$ cat src/rtl/core/hdsu_pkg.sv
package hdsu_pkg;

    // Receive queue depth and the widths that follow from it
    localparam int FIFO_DEPTH = 4;
    localparam int FIFO_PTR_W = (FIFO_DEPTH > 1) ? $clog2(FIFO_DEPTH) : 1;
    localparam int FIFO_CNT_W = $clog2(FIFO_DEPTH + 1);

    // Fixed field widths
    localparam int DATA_W     = 9;
    localparam int PERIOD_W   = 16;
    localparam int TX_W       = 12;
    localparam int RX_W       = 11;
    localparam int BITCNT_W   = 4;
    localparam int EVENT_W    = 2;
    localparam int COUNT_W    = 3;
    localparam int CFG_IDX_W  = 2;
    localparam int CFG_DATA_W = 16;

    localparam logic [PERIOD_W-1:0] BIT_PERIOD_RESET = 16'd372;

    // Configuration register indexes
    localparam logic [CFG_IDX_W-1:0] REG_BIT_PERIOD = 2'd0;
    localparam logic [CFG_IDX_W-1:0] REG_NINE_BIT   = 2'd1;

    // Receive event codes
    localparam logic [EVENT_W-1:0] EV_NONE    = 2'd0;
    localparam logic [EVENT_W-1:0] EV_QUEUED  = 2'd1;
    localparam logic [EVENT_W-1:0] EV_FRAMING = 2'd2;
    localparam logic [EVENT_W-1:0] EV_FULL    = 2'd3;

    // Status from the receive queue to the datapath
    typedef struct packed {
        logic                  pop_ok;
        logic                  full;
        logic [FIFO_CNT_W-1:0] fill;
        logic [FIFO_CNT_W-1:0] fill_next;
    } t_fifo_stat;

endpackage

$ cat src/rtl/core/half_duplex_single_wire_uart.sv
// Single-pin half-duplex UART. Each input item is one timer clock: the pin
// level, the transmit/receive direction, an optional send request and an
// optional pop of the receive queue; each item yields exactly one result
// item with the pin drive, send and pop status and the receive event. One
// item is accepted per clock while the output side does not stall; an item
// passes an input register and then the result register, and waits in the
// input register while the output side stalls. The bit period is a register;
// a write to it restarts the bit timer and abandons a frame being sent.
// Frames are 8N2 or 9N2, LSB first, sampled at mid bit; good frames go to
// a small receive queue, bad or overflowing frames are dropped and flagged.
module half_duplex_single_wire_uart
    import hdsu_pkg::*;
(
    input  logic                  i_clk,
    input  logic                  i_rst_n,
    // configuration write channel
    input  logic                  i_cfg_valid,
    output logic                  o_cfg_ready,
    input  logic [CFG_IDX_W-1:0]  i_cfg_index,
    input  logic [CFG_DATA_W-1:0] i_cfg_data,
    // input item channel
    input  logic                  i_in_valid,
    output logic                  o_in_stall,
    input  logic                  i_line_in,
    input  logic                  i_transmit_mode,
    input  logic                  i_send_valid,
    input  logic [DATA_W-1:0]     i_send_data,
    input  logic                  i_pop_req,
    // result item channel
    output logic                  o_out_valid,
    input  logic                  i_out_stall,
    output logic                  o_line_out,
    output logic                  o_line_drive,
    output logic                  o_send_accepted,
    output logic                  o_tx_busy,
    output logic                  o_pop_valid,
    output logic [DATA_W-1:0]     o_pop_data,
    output logic [EVENT_W-1:0]    o_rx_event,
    output logic [COUNT_W-1:0]    o_fifo_count
);

    // Configuration
    logic [PERIOD_W-1:0] r_bit_period;
    logic                r_nine_bit;

    // Input register
    logic                r_in_vld;
    logic                r_in_line;
    logic                r_in_txm;
    logic                r_in_sv;
    logic [DATA_W-1:0]   r_in_sdata;
    logic                r_in_pop;

    // UART state
    logic [PERIOD_W-1:0] r_tick;
    logic [TX_W-1:0]     r_tx_shift;
    logic                r_line_latch;
    logic                r_prev_line;
    logic                r_rx_sampling;
    logic [PERIOD_W-1:0] r_sample_point;
    logic [RX_W-1:0]     r_rx_shift;
    logic [BITCNT_W-1:0] r_rx_cnt;

    // Result register
    logic                r_out_vld;
    logic                r_out_line_out;
    logic                r_out_line_drive;
    logic                r_out_accepted;
    logic                r_out_busy;
    logic                r_out_pop_valid;
    logic [DATA_W-1:0]   r_out_pop_data;
    logic [EVENT_W-1:0]  r_out_event;
    logic [COUNT_W-1:0]  r_out_count;

    // Next values
    logic [PERIOD_W-1:0] n_tick;
    logic [TX_W-1:0]     n_tx_shift;
    logic                n_line_latch;
    logic                n_rx_sampling;
    logic [PERIOD_W-1:0] n_sample_point;
    logic [RX_W-1:0]     n_rx_shift;
    logic [BITCNT_W-1:0] n_rx_cnt;
    logic [EVENT_W-1:0]  n_event;
    logic                n_accepted;

    // Step datapath
    logic                advance;
    logic                cfg_wr;
    logic                cfg_period_wr;
    logic [PERIOD_W-1:0] eff_period;
    logic [PERIOD_W:0]   period_x;
    logic                wrap;
    logic [PERIOD_W:0]   half_sum;
    logic [PERIOD_W:0]   half_mod;
    logic [TX_W-1:0]     tx_mid;
    logic [TX_W-1:0]     tx_frame;
    logic                sample_hit;
    logic [RX_W-1:0]     rx_data;
    logic [BITCNT_W:0]   rx_bits;
    logic                rx_last;
    logic                frame_ok;
    logic                rx_push;
    logic                edge_hit;
    logic [DATA_W-1:0]   data_mask;
    logic [DATA_W-1:0]   fifo_rd_data;
    t_fifo_stat          fifo_stat;

    // Handshakes
    assign advance       = r_in_vld & (~r_out_vld | ~i_out_stall);
    assign o_in_stall    = r_in_vld & ~advance;
    assign o_cfg_ready   = 1'b1;
    assign cfg_wr        = i_cfg_valid & o_cfg_ready;
    assign cfg_period_wr = cfg_wr & (i_cfg_index == REG_BIT_PERIOD);

    // Bit timer and mid-bit sample point
    always_comb begin
        eff_period = (r_bit_period == '0) ? PERIOD_W'(1) : r_bit_period;
        period_x   = {1'b0, eff_period};
        wrap       = (({1'b0, r_tick} + 1'b1) >= period_x);
        n_tick     = wrap ? '0 : r_tick + 1'b1;
        half_sum   = {1'b0, r_tick} + {2'b00, eff_period[PERIOD_W-1:1]};
        half_mod   = (half_sum >= period_x) ? half_sum - period_x : half_sum;
        if (half_mod >= period_x) begin
            half_mod = '0;
        end
        data_mask  = r_nine_bit ? {DATA_W{1'b1}} : {1'b0, {(DATA_W-1){1'b1}}};
    end

    // Transmit shifter and send accept
    always_comb begin
        tx_mid       = r_tx_shift;
        n_line_latch = r_line_latch;
        if (wrap && (r_tx_shift != '0)) begin
            n_line_latch = r_tx_shift[0];
            tx_mid       = {1'b0, r_tx_shift[TX_W-1:1]};
        end
        if (r_nine_bit) begin
            tx_frame = {2'b11, r_in_sdata, 1'b0};
        end else begin
            tx_frame = {3'b011, r_in_sdata[DATA_W-2:0], 1'b0};
        end
        n_accepted = r_in_sv & (tx_mid == '0);
        n_tx_shift = n_accepted ? tx_frame : tx_mid;
    end

    // Receive sampler and edge capture
    always_comb begin
        sample_hit = r_rx_sampling & (r_tick == r_sample_point);
        rx_data    = {1'b0, r_rx_shift[RX_W-1:1]};
        if (r_nine_bit) begin
            rx_data[10] = rx_data[10] | r_in_line;
        end else begin
            rx_data[9] = rx_data[9] | r_in_line;
        end
        rx_bits  = {1'b0, r_rx_cnt} + 1'b1;
        rx_last  = rx_bits >= (r_nine_bit ? (BITCNT_W+1)'(11) : (BITCNT_W+1)'(10));
        frame_ok = ~rx_data[0] & (r_nine_bit ? rx_data[10] : rx_data[9]);
        rx_push  = sample_hit & rx_last & frame_ok;

        n_rx_sampling  = r_rx_sampling;
        n_sample_point = r_sample_point;
        n_rx_shift     = r_rx_shift;
        n_rx_cnt       = r_rx_cnt;
        n_event        = EV_NONE;
        if (sample_hit) begin
            if (rx_last) begin
                n_rx_sampling = 1'b0;
                if (!frame_ok) begin
                    n_event = EV_FRAMING;
                end else if (fifo_stat.full) begin
                    n_event = EV_FULL;
                end else begin
                    n_event = EV_QUEUED;
                end
            end else begin
                n_rx_cnt   = rx_bits[BITCNT_W-1:0];
                n_rx_shift = rx_data;
            end
        end

        edge_hit = ~r_in_txm & ~r_rx_sampling & r_prev_line & ~r_in_line;
        if (edge_hit) begin
            n_sample_point = half_mod[PERIOD_W-1:0];
            n_rx_shift     = '0;
            n_rx_cnt       = '0;
            n_rx_sampling  = 1'b1;
        end
    end

    // Receive queue
    hdsu_fifo u_fifo (
        .i_clk       (i_clk),
        .i_rst_n     (i_rst_n),
        .i_en        (advance),
        .i_pop_req   (r_in_pop),
        .i_push      (rx_push),
        .i_push_data (rx_data[DATA_W:1]),
        .o_rd_data   (fifo_rd_data),
        .o_stat      (fifo_stat)
    );

    // Input register
    always_ff @(posedge i_clk) begin
        if (!i_rst_n) begin
            r_in_vld <= 1'b0;
        end else if (i_in_valid && !o_in_stall) begin
            r_in_vld <= 1'b1;
        end else if (advance) begin
            r_in_vld <= 1'b0;
        end
        if (i_in_valid && !o_in_stall) begin
            r_in_line  <= i_line_in;
            r_in_txm   <= i_transmit_mode;
            r_in_sv    <= i_send_valid;
            r_in_sdata <= i_send_data;
            r_in_pop   <= i_pop_req;
        end
    end

    // UART state and configuration
    always_ff @(posedge i_clk) begin
        if (!i_rst_n) begin
            r_bit_period   <= BIT_PERIOD_RESET;
            r_nine_bit     <= 1'b0;
            r_tick         <= '0;
            r_tx_shift     <= '0;
            r_line_latch   <= 1'b1;
            r_prev_line    <= 1'b1;
            r_rx_sampling  <= 1'b0;
            r_sample_point <= '0;
            r_rx_shift     <= '0;
            r_rx_cnt       <= '0;
        end else begin
            // a period write restarts the timer and drops the frame in flight
            if (cfg_period_wr) begin
                r_tick     <= '0;
                r_tx_shift <= '0;
            end else if (advance) begin
                r_tick     <= n_tick;
                r_tx_shift <= n_tx_shift;
            end
            if (advance) begin
                r_line_latch   <= n_line_latch;
                r_prev_line    <= r_in_line;
                r_rx_sampling  <= n_rx_sampling;
                r_sample_point <= n_sample_point;
                r_rx_shift     <= n_rx_shift;
                r_rx_cnt       <= n_rx_cnt;
            end
            if (cfg_wr) begin
                case (i_cfg_index)
                    REG_BIT_PERIOD: r_bit_period <= i_cfg_data;
                    REG_NINE_BIT:   r_nine_bit   <= i_cfg_data[0];
                    default: ;
                endcase
            end
        end
    end

    // Result register
    always_ff @(posedge i_clk) begin
        if (!i_rst_n) begin
            r_out_vld <= 1'b0;
        end else if (advance) begin
            r_out_vld <= 1'b1;
        end else if (!i_out_stall) begin
            r_out_vld <= 1'b0;
        end
        if (advance) begin
            r_out_line_out   <= r_in_txm ? n_line_latch : 1'b1;
            r_out_line_drive <= r_in_txm;
            r_out_accepted   <= n_accepted;
            r_out_busy       <= (n_tx_shift != '0);
            r_out_pop_valid  <= fifo_stat.pop_ok;
            r_out_pop_data   <= fifo_stat.pop_ok ? (fifo_rd_data & data_mask) : '0;
            r_out_event      <= n_event;
            r_out_count      <= COUNT_W'(fifo_stat.fill_next);
        end
    end

    assign o_out_valid     = r_out_vld;
    assign o_line_out      = r_out_line_out;
    assign o_line_drive    = r_out_line_drive;
    assign o_send_accepted = r_out_accepted;
    assign o_tx_busy       = r_out_busy;
    assign o_pop_valid     = r_out_pop_valid;
    assign o_pop_data      = r_out_pop_data;
    assign o_rx_event      = r_out_event;
    assign o_fifo_count    = r_out_count;

    // Bit timer stays inside the period
    a_tick_in_period: assert property (@(posedge i_clk) disable iff (!i_rst_n)
        r_tick < eff_period)
        else $error("bit timer beyond period");

    // Bit counter never passes the longest frame
    a_rx_cnt_range: assert property (@(posedge i_clk) disable iff (!i_rst_n)
        r_rx_cnt <= BITCNT_W'(10))
        else $error("receive bit count out of range");

    // Queue fill never exceeds its depth
    a_fifo_fill: assert property (@(posedge i_clk) disable iff (!i_rst_n)
        fifo_stat.fill <= FIFO_CNT_W'(FIFO_DEPTH))
        else $error("receive queue overfilled");

    // A taken send always leaves the transmitter busy
    a_accept_busy: assert property (@(posedge i_clk) disable iff (!i_rst_n)
        advance && n_accepted |=> r_out_busy)
        else $error("send taken but transmitter idle");

endmodule

$ cat src/rtl/core/hdsu_fifo.sv
module hdsu_fifo
    import hdsu_pkg::*;
(
    input  logic              i_clk,
    input  logic              i_rst_n,
    input  logic              i_en,
    input  logic              i_pop_req,
    input  logic              i_push,
    input  logic [DATA_W-1:0] i_push_data,
    output logic [DATA_W-1:0] o_rd_data,
    output t_fifo_stat        o_stat
);

    logic [DATA_W-1:0]     r_mem [FIFO_DEPTH];
    logic [FIFO_PTR_W-1:0] r_rd;
    logic [FIFO_PTR_W-1:0] r_wr;
    logic [FIFO_CNT_W-1:0] r_fill;

    logic                  pop_ok;
    logic                  push_ok;
    logic                  full;
    logic [FIFO_CNT_W-1:0] fill_mid;
    logic [FIFO_CNT_W-1:0] n_fill;
    logic [FIFO_PTR_W-1:0] n_rd;
    logic [FIFO_PTR_W-1:0] n_wr;

    // Pop sees the queue as it was; push sees the space the pop freed
    always_comb begin
        pop_ok   = i_en & i_pop_req & (r_fill != '0);
        fill_mid = r_fill - FIFO_CNT_W'(pop_ok);
        full     = (fill_mid == FIFO_CNT_W'(FIFO_DEPTH));
        push_ok  = i_en & i_push & ~full;
        n_fill   = fill_mid + FIFO_CNT_W'(push_ok);
        n_rd     = r_rd;
        n_wr     = r_wr;
        if (pop_ok) begin
            n_rd = (r_rd == FIFO_PTR_W'(FIFO_DEPTH - 1)) ? '0 : r_rd + 1'b1;
        end
        if (push_ok) begin
            n_wr = (r_wr == FIFO_PTR_W'(FIFO_DEPTH - 1)) ? '0 : r_wr + 1'b1;
        end
    end

    assign o_rd_data        = r_mem[r_rd];
    assign o_stat.pop_ok    = pop_ok;
    assign o_stat.full      = full;
    assign o_stat.fill      = r_fill;
    assign o_stat.fill_next = n_fill;

    // Storage, no reset
    always_ff @(posedge i_clk) begin
        if (push_ok) begin
            r_mem[r_wr] <= i_push_data;
        end
    end

    // Pointers and fill level
    always_ff @(posedge i_clk) begin
        if (!i_rst_n) begin
            r_rd   <= '0;
            r_wr   <= '0;
            r_fill <= '0;
        end else begin
            r_rd   <= n_rd;
            r_wr   <= n_wr;
            r_fill <= n_fill;
        end
    end

endmodule
$ cat config.mk
export PLATFORM = sky130hd
export DESIGN_NAME = half_duplex_single_wire_uart
export DESIGN_NICKNAME = d
export VERILOG_FILES = /design/src/rtl/core/hdsu_pkg.sv /design/src/rtl/core/half_duplex_single_wire_uart.sv /design/src/rtl/core/hdsu_fifo.sv
export SDC_FILE = /design/constraint.sdc
export NUM_CORES = 1
export LEC_CHECK = 0
export ABC_AREA = 1
export BUFFER_PORTS_ARGS = -buffer_cell sky130_fd_sc_hd__buf_2
export CAP_MARGIN = 10
export CELL_PAD_IN_SITES_DETAIL_PLACEMENT = 0
export CELL_PAD_IN_SITES_GLOBAL_PLACEMENT = 1
export CORE_UTILIZATION = 46
export CTS_CLUSTER_DIAMETER = 120
export DETAILED_ROUTE_END_ITERATION = 6
export PLACE_DENSITY = 0.78
export SYNTH_ARGS = -nofsm -noshare
export SYNTH_HDL_FRONTEND = slang
export SYNTH_SLANG_ARGS = --single-unit
$ cat constraint.sdc
create_clock -name i_clk -period 6.2 [get_ports i_clk]
set_input_delay 0.93 -clock i_clk [delete_from_list [all_inputs] [get_ports i_clk]]
set_output_delay 0.93 -clock i_clk [all_outputs]
set_load 0.01 [all_outputs]
### After elaboration in Yosys (flattened, before gate mapping)

Memories as Yosys holds them, arrays and structs flattened. A register that Yosys moved wholly into a read port is not among the register bits.
Index checks and enable logic that the tools add are counted.

* add/subtract/negate cells: 9
* multipliers: 0
* divide/modulo/power cells: 0
* order comparisons: 4
* eq/ne operators: 7
* shifts and indexed selects: 0
* mux-type cells: 34
* bitwise logic cells: 27
* reduce and logical (&&, ||, !) cells: 20

Operators by type and width (count)
* 17-bit by 16-bit >= comparator with 1-bit output: 3
* 16-bit two-way mux: 3
* 12-bit two-way mux: 3
* 11-bit two-way mux: 3
* 12-bit nonzero test: 2
* 16-bit by 1-bit adder with 17-bit output, second input constant: 1
* 16-bit by 15-bit adder with 17-bit output: 1
* 17-bit two-way mux: 1
* 17-bit by 16-bit subtractor with 17-bit output: 1
* 16-bit by 1-bit adder with 16-bit output, second input constant: 1
* 16-bit equality test: 1
* 16-bit logical NOT: 1
* 1-bit AND: 15
* 1-bit two-way mux: 14
* 12-bit logical NOT: 1
* 2-bit two-way mux: 6
* 4-bit two-way mux: 3
* 9-bit AND: 1
* 9-bit two-way mux: 1
* 1-bit inverter: 9
* 3-bit AND reduction: 3
* 2-bit AND reduction: 4
* 2-bit nonzero test: 3
* 4-bit by 1-bit adder with 5-bit output, second input constant: 1
* 14 further kinds: 19

* register bits: 120
* bits in latches: 0
* RAM bits: 36
* bits in read-only memories: 0
* input bits: 36
* output and inout port bits: 22
* logic and storage cells: 131
* memories: 1

Memories
* u_fifo.r_mem: depth 4, bits a word 9, rd ports 1, clocked after Yosys merged registers in 1, write ports 1, RTL line hdsu_fifo.sv:14 `logic [DATA_W-1:0] r_mem [FIFO_DEPTH];`

### Depth between registers and ports, before layout

Gate-level depths: netlist of the first run.

* depth in word-level cells: 11
* gate-level depth with buffers: 35
* gate-level depth less buffers: 34

### By module

From an unflattened synthesis of the first run, not the netlist that was laid out.

* cell total of the unflattened synthesis: 1302
* area, all modules: 9920.8 um^2

By module, submodules not included
* half_duplex_single_wire_uart: instances 1, cells each 1141, area an instance 7983.9 um^2, seq. area each 2562.5 um^2
* hdsu_fifo: instances 1, cells each 161, area an instance 1936.9 um^2, seq. area each 1261.2 um^2

### Worst setup path after synthesis of the first run

OpenSTA, ideal clock, no wires.

* path type: register to register
* from: reg r_bit_period[1]
* to: reg r_sample_point[10]
* library setup time: 128 ps
* data arrival time: 4561 ps
* data required time: 6072 ps
* path slack: 1511 ps
* stages on the path, launching flop included: 32
* buffers on the path: 3
* clock period less this slack: 4689 ps
* cells stage by stage: dfxtp_1 -> clkbuf_1 -> ha_1 -> fa_1 -> a21oi_1 -> o21ai_1 -> nand2_1 -> nand2_2 -> a21oi_1 -> o21ai_0 -> xor2_1 -> ha_1 -> nand4_1 -> nor3_1 -> inv_1 -> o21bai_1 -> inv_1 -> nand3_2 -> inv_1 -> clkbuf_1 -> nand2_1 -> o21ai_0 -> ha_1 -> nand2_1 -> o21a_1 -> o21ai_0 -> inv_1 -> nand4_4 -> buf_6 -> nor2_1 -> nor2_1 -> nor2_1

* word-level cells in the longest chain between the ends: 7
* elaborated cells between the ends (all ways): 8
* classes of those cells: add/sub: 2; order compare: 2; mux: 3; reduce/logical: 1

RTL lines
* start: declaration: RTL line half_duplex_single_wire_uart.sv:43 `logic [PERIOD_W-1:0] r_bit_period;`
* start signal: assignment: RTL line half_duplex_single_wire_uart.sv:252 `REG_BIT_PERIOD: r_bit_period <= i_cfg_data;`
* 16-bit logical NOT: RTL line half_duplex_single_wire_uart.sv:117 `eff_period = (r_bit_period == '0) ? PERIOD_W'(1) : r_bit_period;`
* 16-bit two-way mux (*): RTL line half_duplex_single_wire_uart.sv:117
* 16-bit by 15-bit adder with 17-bit output: RTL line half_duplex_single_wire_uart.sv:121 `half_sum = {1'b0, r_tick} + {2'b00, eff_period[PERIOD_W-1:1]};`
* 17-bit by 16-bit subtractor with 17-bit output or 17-bit by 16-bit >= comparator with 1-bit output (tied branches): RTL line half_duplex_single_wire_uart.sv:122 `half_mod = (half_sum >= period_x) ? half_sum - period_x : half_sum;`
* 17-bit two-way mux: RTL line half_duplex_single_wire_uart.sv:122
* 17-bit by 16-bit >= comparator with 1-bit output: RTL line half_duplex_single_wire_uart.sv:123 `if (half_mod >= period_x) begin`
* 16-bit two-way mux (*): RTL line half_duplex_single_wire_uart.sv:123
* end signal: assignment: RTL line half_duplex_single_wire_uart.sv:246 `r_sample_point <= n_sample_point;`
* end: declaration: RTL line half_duplex_single_wire_uart.sv:60 `logic [PERIOD_W-1:0] r_sample_point;`

Mark *: on every way between the ends. The rest lies on a longest branch, timed or not.
A chain may end at the register's enable or synchronous reset.

### Worst setup path in the final report of the first run

* from: reg r_tick[2]
* to: reg r_sample_point[14]

* word-level cells in the longest chain between the ends: 5
* elaborated cells between the ends (all ways): 6
* classes of those cells: add/sub: 2; order compare: 2; mux: 2

RTL lines
* start: declaration: RTL line half_duplex_single_wire_uart.sv:55 `logic [PERIOD_W-1:0] r_tick;`
* start signal: assignment: RTL line half_duplex_single_wire_uart.sv:239 `r_tick <= n_tick;`
* 16-bit by 15-bit adder with 17-bit output (*): RTL line half_duplex_single_wire_uart.sv:121
* 17-bit by 16-bit subtractor with 17-bit output or 17-bit by 16-bit >= comparator with 1-bit output (tied branches): RTL line half_duplex_single_wire_uart.sv:122
* 17-bit two-way mux (*): RTL line half_duplex_single_wire_uart.sv:122
* 17-bit by 16-bit >= comparator with 1-bit output: RTL line half_duplex_single_wire_uart.sv:123
* 16-bit two-way mux (*): RTL line half_duplex_single_wire_uart.sv:123

Marks and branches as above.

==> results of run 1 <==
[repair_timing]
item,4_1_cts,5_1_grt
hold endpoints to repair,0,0
resized for setup,0,4
hold buffers,0,0
setup buffers,0,2
endpoints found under the setup margin,0,16
[worst min path at each step]
stage,from,end,slack (ps),cells after the start
after CTS,r_rx_shift[1],r_rx_shift[1],470,2
after global placement,r_line_latch,r_line_latch,450,2
after global routing,r_rx_shift[1],r_rx_shift[1],490,2
after floorplan,r_rx_shift[1],r_rx_shift[1],440,2
final,r_rx_shift[1],r_rx_shift[1],470,2
after detailed placement,r_rx_shift[1],r_rx_shift[1],460,2
[layer usage]
metal	up-vias	track usage [%]	wire length, µm
met1	3843	31.45	12070
met5	-	0	0
li1	4428	-	-
met4	0	8.214	563
met2	162	41.14	12350
met3	32	3.609	831
[metrics by stage]
stage	total power [mW]	instances	utilization (%)	worst slack (ps)
after CTS	2.747	1646	52.14	601.6
final	2.730	1649	52.27	587.8
after global placement	1.644	1614	49.28	741.8
after detailed placement	1.645	1614	49.28	652.6
after floorplan	1.518	1324	-	1511
after global routing	2.861	1649	52.27	69.07
[Yosys cell counts (all sizes together), types with 2 or more instances]
cell     number  area share (%)
fa            2            0.40
nand3        59             3.3
o32ai         9            0.80
edfxtp       68              21
inv         177             6.7
buf           8            0.68
o21ai        69             3.5
ha           73             9.2
a41o          2            0.20
a21oi        96             4.8
a211oi        2            0.15
nand3b        3            0.23
nor2        172             6.9
clkinv        4            0.15
nor3         12            0.61
xor2         32             2.8
clkbuf       43             1.6
dfxtp        89              18
o21bai        3            0.23
a31oi         2            0.13
or2           4            0.25
nor4         14            0.88
nand4        22             1.6
xnor2        15             1.3
nand2       310              12
a21boi        5            0.38
o2111ai       2            0.18
o211a         2            0.20
o211ai       15             1.2
o21a          4            0.30
[sequential cells by signal, indices dropped and copies added, names as in the netlist, 2 cells and up, named ones only]
register	count
o_fifo_count	3
r_sample_point	16
u_fifo.r_fill	3
r_rx_cnt	4
r_rx_shift	10
u_fifo.r_rd	2
r_tick	16
o_pop_data	9
r_bit_period	16
o_rx_event	2
u_fifo.r_mem	36
u_fifo.r_wr	2
r_in_sdata	9
r_tx_shift	12
[area by class of cell]
cell class | instances | area, µm²
Timing Repair Buffer | 68 | 370.4
Clock buffer | 18 | 429.2
Inverter | 181 | 683.2
Fill cell | 2124 | 10060
Timing Repair inverter | 1 | 7.507
Multi-Input combinational cell | 935 | 5190
Sequential cell | 157 | 3826
Clock inverter | 14 | 172.7
Tap cell | 275 | 344.1
[cell usage in the layout, fill, tap and decap left out, types with 3 or more instances in the layout]
cell,netlist,layout
nand2_1,298,298
inv_1,176,175
nor2_1,162,160
a21oi_1,96,96
dfxtp_1,89,87
ha_1,73,73
edfxtp_1,68,68
o21ai_0,63,63
buf_2,3,56
nand3_1,55,55
xor2_1,32,32
nand4_1,20,20
clkbuf_16,0,17
xnor2_1,15,15
nor4_1,14,14
o211ai_1,14,14
buf_4,1,12
nor3_1,12,11
nand2_2,11,11
o32ai_1,9,9
nor2_2,7,8
o21ai_1,6,6
inv_8,0,5
nor2_4,3,4
clkinv_1,4,4
or2_2,4,4
clkinvlp_4,0,4
o21a_1,4,4
o21bai_1,3,3
a21boi_0,3,3
nand3b_1,3,3
inv_6,0,3
[tightest hold or removal path, stage by stage (launching register included)]
cell and delay, ps:
dfxtp_1 310, nand2_1 60, a21oi_1 50
[cell families after synthesis]
family	Yosys count	share of synthesized area [%]
and+or+nand+nor	598	26.08
buffers and inverters	232	9.169
AOI/OAI and AO/OA	214	12.34
DFF	157	38.60
adders and majority gates	75	9.624
xor gates and xnor gates	47	4.155
other	1	0.03785
[power by group through the flow]
| stage | clock, mW | combinational [mW] | sequential [mW] |
|---|---|---|---|
| floorplan | 0 | 0.376 | 1.14 |
| global placement | 0 | 0.499 | 1.15 |
| detailed placement | 0 | 0.499 | 1.15 |
| CTS | 1.12 | 0.502 | 1.12 |
| global route | 1.16 | 0.574 | 1.13 |
| finish | 1.10 | 0.512 | 1.12 |
==> results.json, run 1 <==
{
  "vias": 8465,
  "grt_pass1_vias": 7925,
  "ant_nets": 0,
  "setup_violations": 0,
  "reg2reg_from": "r_tick[2]",
  "initial_core_util_pct": 46.98,
  "timing.final.hold_violations": 0,
  "cp-end-kind": "flip-flop",
  "antenna_found_initial": 0,
  "drc": 0,
  "finalClockSkew_ps": 9.032,
  "endpoint": "r_sample_point[14]",
  "viasPerCell": 5.133,
  "clk_latency_ps": 430,
  "power.switching_mw": 0.8372,
  "fin_crit_sh_pct": 90.52,
  "dieHeight_um": 148.8,
  "drive_gt1_share_pct": 10.19,
  "combinationalPowerShare_pct": 18.8,
  "slew_headroom_pct": 41.28,
  "cp_top_family": "simple AND/OR/NAND/NOR gates",
  "clockBufferDepth": 2,
  "tightestPinTransition_ps": 877.6,
  "ys_types": 50,
  "cp_common_cell": "inv_1",
  "cts_tree": "yes",
  "wl_per_cell_um": 15.65,
  "critPathLaunchType": "flip-flop",
  "timing.hold.ws_ps": 467.8,
  "port_buffers": 56,
  "die_w_um": 148.8,
  "p_seq_share_pct": 41.1,
  "synth-edff-count": 68,
  "core_mm2": 0.02109,
  "grt_overflow_total": 0,
  "critical_path.slowest_cell": "dfxtp_1",
  "cp-startpoint": "r_tick[2]",
  "synth-seq-area-share_pct": 38.60,
  "wirelength_um": 25810,
  "p_leak_nw": 5.135,
  "rrSetupSlack_ps": 590,
  "htree_levels": 4,
  "path_buf_inv": 6,
  "avgSynthCellArea_um2": 7.483,
  "cts_sinks": 157,
  "antennaDiodeCount": 0,
  "cp_max_fo": 16,
  "drv_slew": 0,
  "cts-root-buf": "clkbuf_16",
  "io_pins": 58,
  "rsz0062_at_grt": "false",
  "status": "finished, final reports clean",
  "cts_made_buffers": 17,
  "maxCapViolations": 0,
  "ir_drop_mv": 0.1124,
  "globalRouteTotalUtil_pct": 24.24,
  "critPathRequiredTime_ps": 6560,
  "grt_pass1_wl_um": 41170,
  "dp_hpwl_um": 19310,
  "cp.arrival_ps": 5970,
  "synth_cells": 1324,
  "p_sw_share_pct": 30.66,
  "num_rows": 53,
  "finalNetCount": 1472,
  "place_congestion": 0.8953,
  "placedInstanceArea_mm2": 0.01039,
  "ys_ff_latch": 157,
  "drt_iter0_drc": 531,
  "syn-num-nets": 1435,
  "path_clk_slew_ps": 70,
  "firstDrtPassIters": 5,
  "yosys_warnings": 0,
  "reg2reg_to": "r_sample_point[14]",
  "synthFlopType": "dfxtp_1",
  "area_growth_pct": 11.27,
  "reg2reg_depth": 30,
  "async_flop_share_pct": 0,
  "final_area_mm2": 0.01102,
  "die-area_mm2": 0.02213,
  "power.share.clock_pct": 40.1,
  "fmax_mhz": 178.2,
  "crit_type": "flip-flop to flip-flop",
  "p_per_area_mw_per_mm2": 247.7,
  "syn_area_mm2": 0.009907,
  "layout_min_cycle_time_ps": 5612,
  "crit_cells": 30,
  "max_stage_delay_ps": 490,
  "worstHoldPathType": "flip-flop to flip-flop",
  "fin_setup_tns_ps": 0,
  "grt_max_degree": 43,
  "intPower_mw": 1.893
}
(Power assumes the default switching activity.)
==> run 2: changes to the inputs <==
--- a/config.mk
+++ b/config.mk
@@ -8,12 +8,10 @@
 export ABC_AREA = 1
 export BUFFER_PORTS_ARGS = -buffer_cell sky130_fd_sc_hd__buf_2
 export CAP_MARGIN = 10
-export CELL_PAD_IN_SITES_DETAIL_PLACEMENT = 0
-export CELL_PAD_IN_SITES_GLOBAL_PLACEMENT = 1
-export CORE_UTILIZATION = 46
+export CORE_UTILIZATION = 50
 export CTS_CLUSTER_DIAMETER = 120
 export DETAILED_ROUTE_END_ITERATION = 6
-export PLACE_DENSITY = 0.78
+export PLACE_DENSITY = 0.65
 export SYNTH_ARGS = -nofsm -noshare
 export SYNTH_HDL_FRONTEND = slang
 export SYNTH_SLANG_ARGS = --single-unit
==> run 2 against run 1 <==
Compared with the run above:
- die area fell by 7.9%
- count of clock-buffer cells in the layout shrank 1
- clock power about the same
- fmax down 0.58%
- wire length decreased by 7.6%
- final cell count down 0.79%
- clock skew is essentially flat
- register-to-register slack worse by 30 ps
- critical path depth up 1
- critical endpoint is now r_sample_point[4]
- largest cell class unchanged
==> results.json, run 2 (synthesis gave the netlist of run 1 again) <==
{
  "status": "finished, final reports clean",
  "wirelength_um": 23850,
  "placedInstanceArea_mm2": 0.01036,
  "drv_slew": 0,
  "finalClockSkew_ps": 9.258,
  "register_area_mm2": 0.003824,
  "power_mw": 2.697,
  "cts-root-buf": "clkbuf_16",
  "drc": 0,
  "intPower_mw": 1.865,
  "worstHoldPathType": "flip-flop to flip-flop",
  "grt_max_degree": 44,
  "viasPerCell": 5.157,
  "firstDrtPassIters": 5,
  "combinationalPowerShare_pct": 18.6,
  "cp_max_fo": 16,
  "clockBufferDepth": 2,
  "layout_common_cells": "nand2_1, inv_1, nor2_1",
  "ir_drop_mv": 0.1902,
  "finalNetCount": 1469,
  "crit_type": "flip-flop to flip-flop",
  "cp-end-kind": "flip-flop",
  "p_per_area_mw_per_mm2": 245.1,
  "dp_cells": 1601,
  "dp_hpwl_um": 18140,
  "cts_tree": "yes",
  "drive_gt1_share_pct": 9.920,
  "final_common_cell": "nand2_1",
  "drt_iter0_drc": 554,
  "max_stage_delay_ps": 510,
  "reg2reg_from": "r_tick[2]",
  "io_pins": 58,
  "maxCapViolations": 0,
  "power.share.clock_pct": 39.8,
  "power.switching_mw": 0.8317,
  "slew_headroom_pct": 23.15,
  "cts_sinks": 157,
  "port_buffers": 56,
  "timing.final.hold_violations": 0,
  "area_growth_pct": 11.08,
  "grt_pass1_wl_um": 39180,
  "critPathLaunchType": "flip-flop",
  "largest-register": "u_fifo.r_mem",
  "cts_made_buffers": 17,
  "largest_reg_flops": 36,
  "core_mm2": 0.01946,
  "cp_common_cell": "nand2_1",
  "globalRouteTotalUtil_pct": 24.79,
  "final_area_mm2": 0.01100,
  "critical_path.slowest_cell": "dfxtp_1",
  "setup_violations": 0,
  "min_from": "r_rx_shift[1]",
  "multiInputGateArea_mm2": 0.005190,
  "p_sw_share_pct": 30.84,
  "clk_latency_ps": 430,
  "cp.arrival_ps": 6010,
  "ant_nets": 0,
  "wl_per_cell_um": 14.58,
  "dieHeight_um": 142.8,
  "grt_overflow_total": 0,
  "final.fill_count": 1841,
  "rsz0062_at_grt": "false",
  "p_seq_share_pct": 41.6,
  "fmax_mhz": 177.2,
  "place_congestion": 0.9376,
  "critPathRequiredTime_ps": 6570,
  "path_clk_slew_ps": 70,
  "die_w_um": 142.8,
  "vias": 8437,
  "antennaDiodeCount": 0,
  "layout_min_cycle_time_ps": 5645,
  "antenna_found_initial": 0,
  "p_leak_nw": 5.132,
  "final_cells": 1636,
  "fin_crit_sh_pct": 91.04,
  "cp-startpoint": "r_tick[2]",
  "grt_pass1_vias": 7932,
  "initial_core_util_pct": 50.90,
  "fin_setup_tns_ps": 0,
  "htree_levels": 4,
  "die-area_mm2": 0.02038,
  "tightestPinTransition_ps": 1149,
  "num_rows": 51
}
-- run 2: changes by cell type in the layout (fill, tap and decap cells not counted), sizes merged --
cell,change
inv,+1
bufinv,-1
clkinvlp,-2
clkbuf,-1
buf,-3
clkinv,+3
-- run 2: path summary, 6_finish.rpt --
check / slack, ps / depth (start not counted) / to
worst max-delay path: 560 / 31 / r_sample_point[4]
worst min-delay path: 470 / 2 / r_rx_shift[1]
worst max register to register: 560 / 31 / r_sample_point[4]
worst min register to register: 470 / 2 / r_rx_shift[1]
-- run 2: cell type report --
class	instances	share of cell area, %
clock buffer	17	3.866
clock inverter	15	1.660
inverter	181	6.208
multi-input combinational	935	47.16
sequential	157	34.75
tap	265	3.013
timing repair buffer	65	3.275
timing repair inverter	1	0.06822
-- run 2: what timing repair did --
item                                    4_1_cts  5_1_grt
setup buffers                                 0        2
gates resized for setup                       0        2
endpoints found under the setup margin        0       16
hold buffers                                  0        0
-- run 2: through the flow --
stage | setup WS, ps | hold slack [ps] | util (%)
floorplan | 1511 | 440.7 | -
global placement | 705.2 | 454.4 | 53.22
detailed placement | 594.5 | 463.1 | 53.22
CTS | 554.3 | 472.7 | 56.34
global route | 59.13 | 501.2 | 56.54
finish | 555.2 | 472.1 | 56.54
-- run 2: routing by layer --
| layer | wire length, µm | track usage, % |
|---|---|---|
| met1 | 11030 | 30.79 |
| met2 | 11470 | 43.52 |
| met3 | 770 | 3.588 |
| met4 | 584 | 8.998 |
| met5 | 0 | 0 |
-- run 2: power groups by stage --
stage / logic [mW] / registers [mW] / clock network [mW]
6_report: 0.502 / 1.12 / 1.07
5_1_grt: 0.572 / 1.13 / 1.13
4_1_cts: 0.486 / 1.12 / 1.09
3_5_place_dp: 0.485 / 1.15 / 0
3_3_place_gp: 0.482 / 1.15 / 0
2_1_floorplan: 0.376 / 1.14 / 0
-- run 2: worst max-delay path, delay by kind of cell, from the launching register on --
family / cells / cell delay [ps]
adder cells (fa/ha/maj): 3 / 1010
buffers and inverters: 5 / 520
AO/OA/AOI/OAI: 7 / 1510
flip-flops: 1 / 510
AND/OR/NAND/NOR: 16 / 1990
==> run 3: changes to the inputs <==
--- a/config.mk
+++ b/config.mk
@@ -11,7 +11,7 @@
 export CORE_UTILIZATION = 50
 export CTS_CLUSTER_DIAMETER = 120
 export DETAILED_ROUTE_END_ITERATION = 6
-export PLACE_DENSITY = 0.65
+export PLACE_DENSITY = 0.73
 export SYNTH_ARGS = -nofsm -noshare
 export SYNTH_HDL_FRONTEND = slang
 export SYNTH_SLANG_ARGS = --single-unit
==> run 3 against run 2 <==
Compared with the run above:
- critical endpoint is now r_sample_point[15]
- largest cell class unchanged
- die area unchanged
- fmax fell by 0.16%
- via count up 3.0%
==> results.json, run 3 (synthesis gave the netlist of run 1 again) <==
{
  "status": "finished, final reports clean",
  "fin_crit_sh_pct": 91.19,
  "wl_per_cell_um": 14.66,
  "placedInstanceArea_mm2": 0.01036,
  "cts_sinks": 157,
  "timing.hold.ws_ps": 476.3,
  "place_congestion": 0.8985,
  "fmax_mhz": 176.9,
  "timing.final.hold_violations": 0,
  "rsz0062_at_grt": "false",
  "slew_headroom_pct": 27.98,
  "io_pins": 58,
  "clk_latency_ps": 440,
  "final_common_cell": "nand2_1",
  "min_from": "r_rx_shift[1]",
  "layout_min_cycle_time_ps": 5654,
  "vias": 8692,
  "drt_iter0_drc": 720,
  "area_growth_pct": 10.99,
  "pre_cts_slack_ps": 653.6,
  "globalRouteTotalUtil_pct": 24.43,
  "port_buffers": 56,
  "cts_tree": "yes",
  "viasPerCell": 5.319,
  "grt_pass1_vias": 8130,
  "dp_hpwl_um": 17830,
  "p_per_area_mw_per_mm2": 244.3,
  "critical_path.slowest_cell": "dfxtp_1",
  "p_leak_nw": 5.119,
  "cts-root-buf": "clkbuf_16",
  "fin_ws_ps": 546.2,
  "tightestPinTransition_ps": 1076,
  "path_clk_slew_ps": 80,
  "critPathLaunchType": "flip-flop",
  "post-cts-setup-buffers": 0,
  "num_rows": 51,
  "finalClockSkew_ps": 12.97,
  "largest_reg_flops": 36,
  "wirelength_um": 23960,
  "drive_gt1_share_pct": 9.788,
  "drc": 0,
  "final_area_mm2": 0.01100,
  "initial_core_util_pct": 50.90,
  "hold_buffers": 0,
  "dieHeight_um": 142.8,
  "grt_max_degree": 44,
  "cts_resized": 0,
  "firstDrtPassIters": 5,
  "ir_drop_mv": 0.1927,
  "clockBufferDepth": 2,
  "worstHoldPathType": "flip-flop to flip-flop",
  "critPathRequiredTime_ps": 6570,
  "maxCapViolations": 0,
  "cp-startpoint": "r_tick[2]",
  "cp_max_fo": 16,
  "cts_made_buffers": 17,
  "finalNetCount": 1467,
  "reg2reg_from": "r_tick[2]",
  "grt_pass1_wl_um": 38830,
  "drv_slew": 0,
  "dp_cells": 1601,
  "power_mw": 2.686,
  "layout_common_cells": "nand2_1, inv_1, nor2_1",
  "final_cells": 1634,
  "final_util_pct": 56.50,
  "max_stage_delay_ps": 500,
  "cp.arrival_ps": 6030,
  "fin_setup_tns_ps": 0,
  "grt_overflow_total": 0,
  "cp_common_cell": "nand2_1",
  "ant_nets": 0,
  "core_mm2": 0.01946,
  "largest-register": "u_fifo.r_mem",
  "cp-end-kind": "flip-flop",
  "setup_violations": 0,
  "die-area_mm2": 0.02038,
  "htree_levels": 4,
  "antenna_found_initial": 0,
  "die_w_um": 142.8,
  "crit_type": "flip-flop to flip-flop",
  "antennaDiodeCount": 0
}
-- run 3: cell types whose count changed in the layout (fill, tap and decap cells not counted) --
cell / before / now
clkinv_8: 2 / 8
inv_8: 6 / 2
buf_12: 1 / 0
buf_4: 8 / 7
bufinv_16: 1 / 0
clkinv_4: 2 / 1
clkinvlp_2: 0 / 1
clkinvlp_4: 2 / 1
inv_12: 0 / 1
inv_6: 4 / 3
-- run 3: path summary, 6_finish.rpt --
check | to | slack (ps) | cells after the start
setup reg to reg | r_sample_point[15] | 550 | 30
hold reg to reg | r_rx_shift[1] | 480 | 2
hold / removal | r_rx_shift[1] | 480 | 2
setup / recovery | r_sample_point[15] | 550 | 30
-- run 3: worst max-delay path: cells and delay by family (launching register included) --
| kind | cells | cell delay (ps) |
|---|---|---|
| buffers and inverters | 4 | 640 |
| adders and majority gates | 3 | 990 |
| and+or+nand+nor | 16 | 1960 |
| AOI/OAI and AO/OA | 7 | 1510 |
| DFF | 1 | 500 |
-- run 3: routing by layer --
metal	global-route usage [%]	wire [µm]
met5	0	0
met4	11.15	667
met3	3.387	1101
met2	40.82	11210
met1	31.29	10980
-- run 3: power by group --
part	leakage, nW	switching, mW	internal (mW)
combinational	3.45	0.322	0.174
sequential	1.37	0.0216	1.10
clock	0.302	0.513	0.554
-- run 3: final cells by class --
class	instances	area [µm²]
inverters	181	683.2
repair buffers	63	332.8
fillers	1795	8467
repair inverters	1	5.005
clock buffers	17	425.4
well taps	265	331.6
clock inverters	15	203.9
flip-flops and latches	157	3824
multi-input cells	935	5190
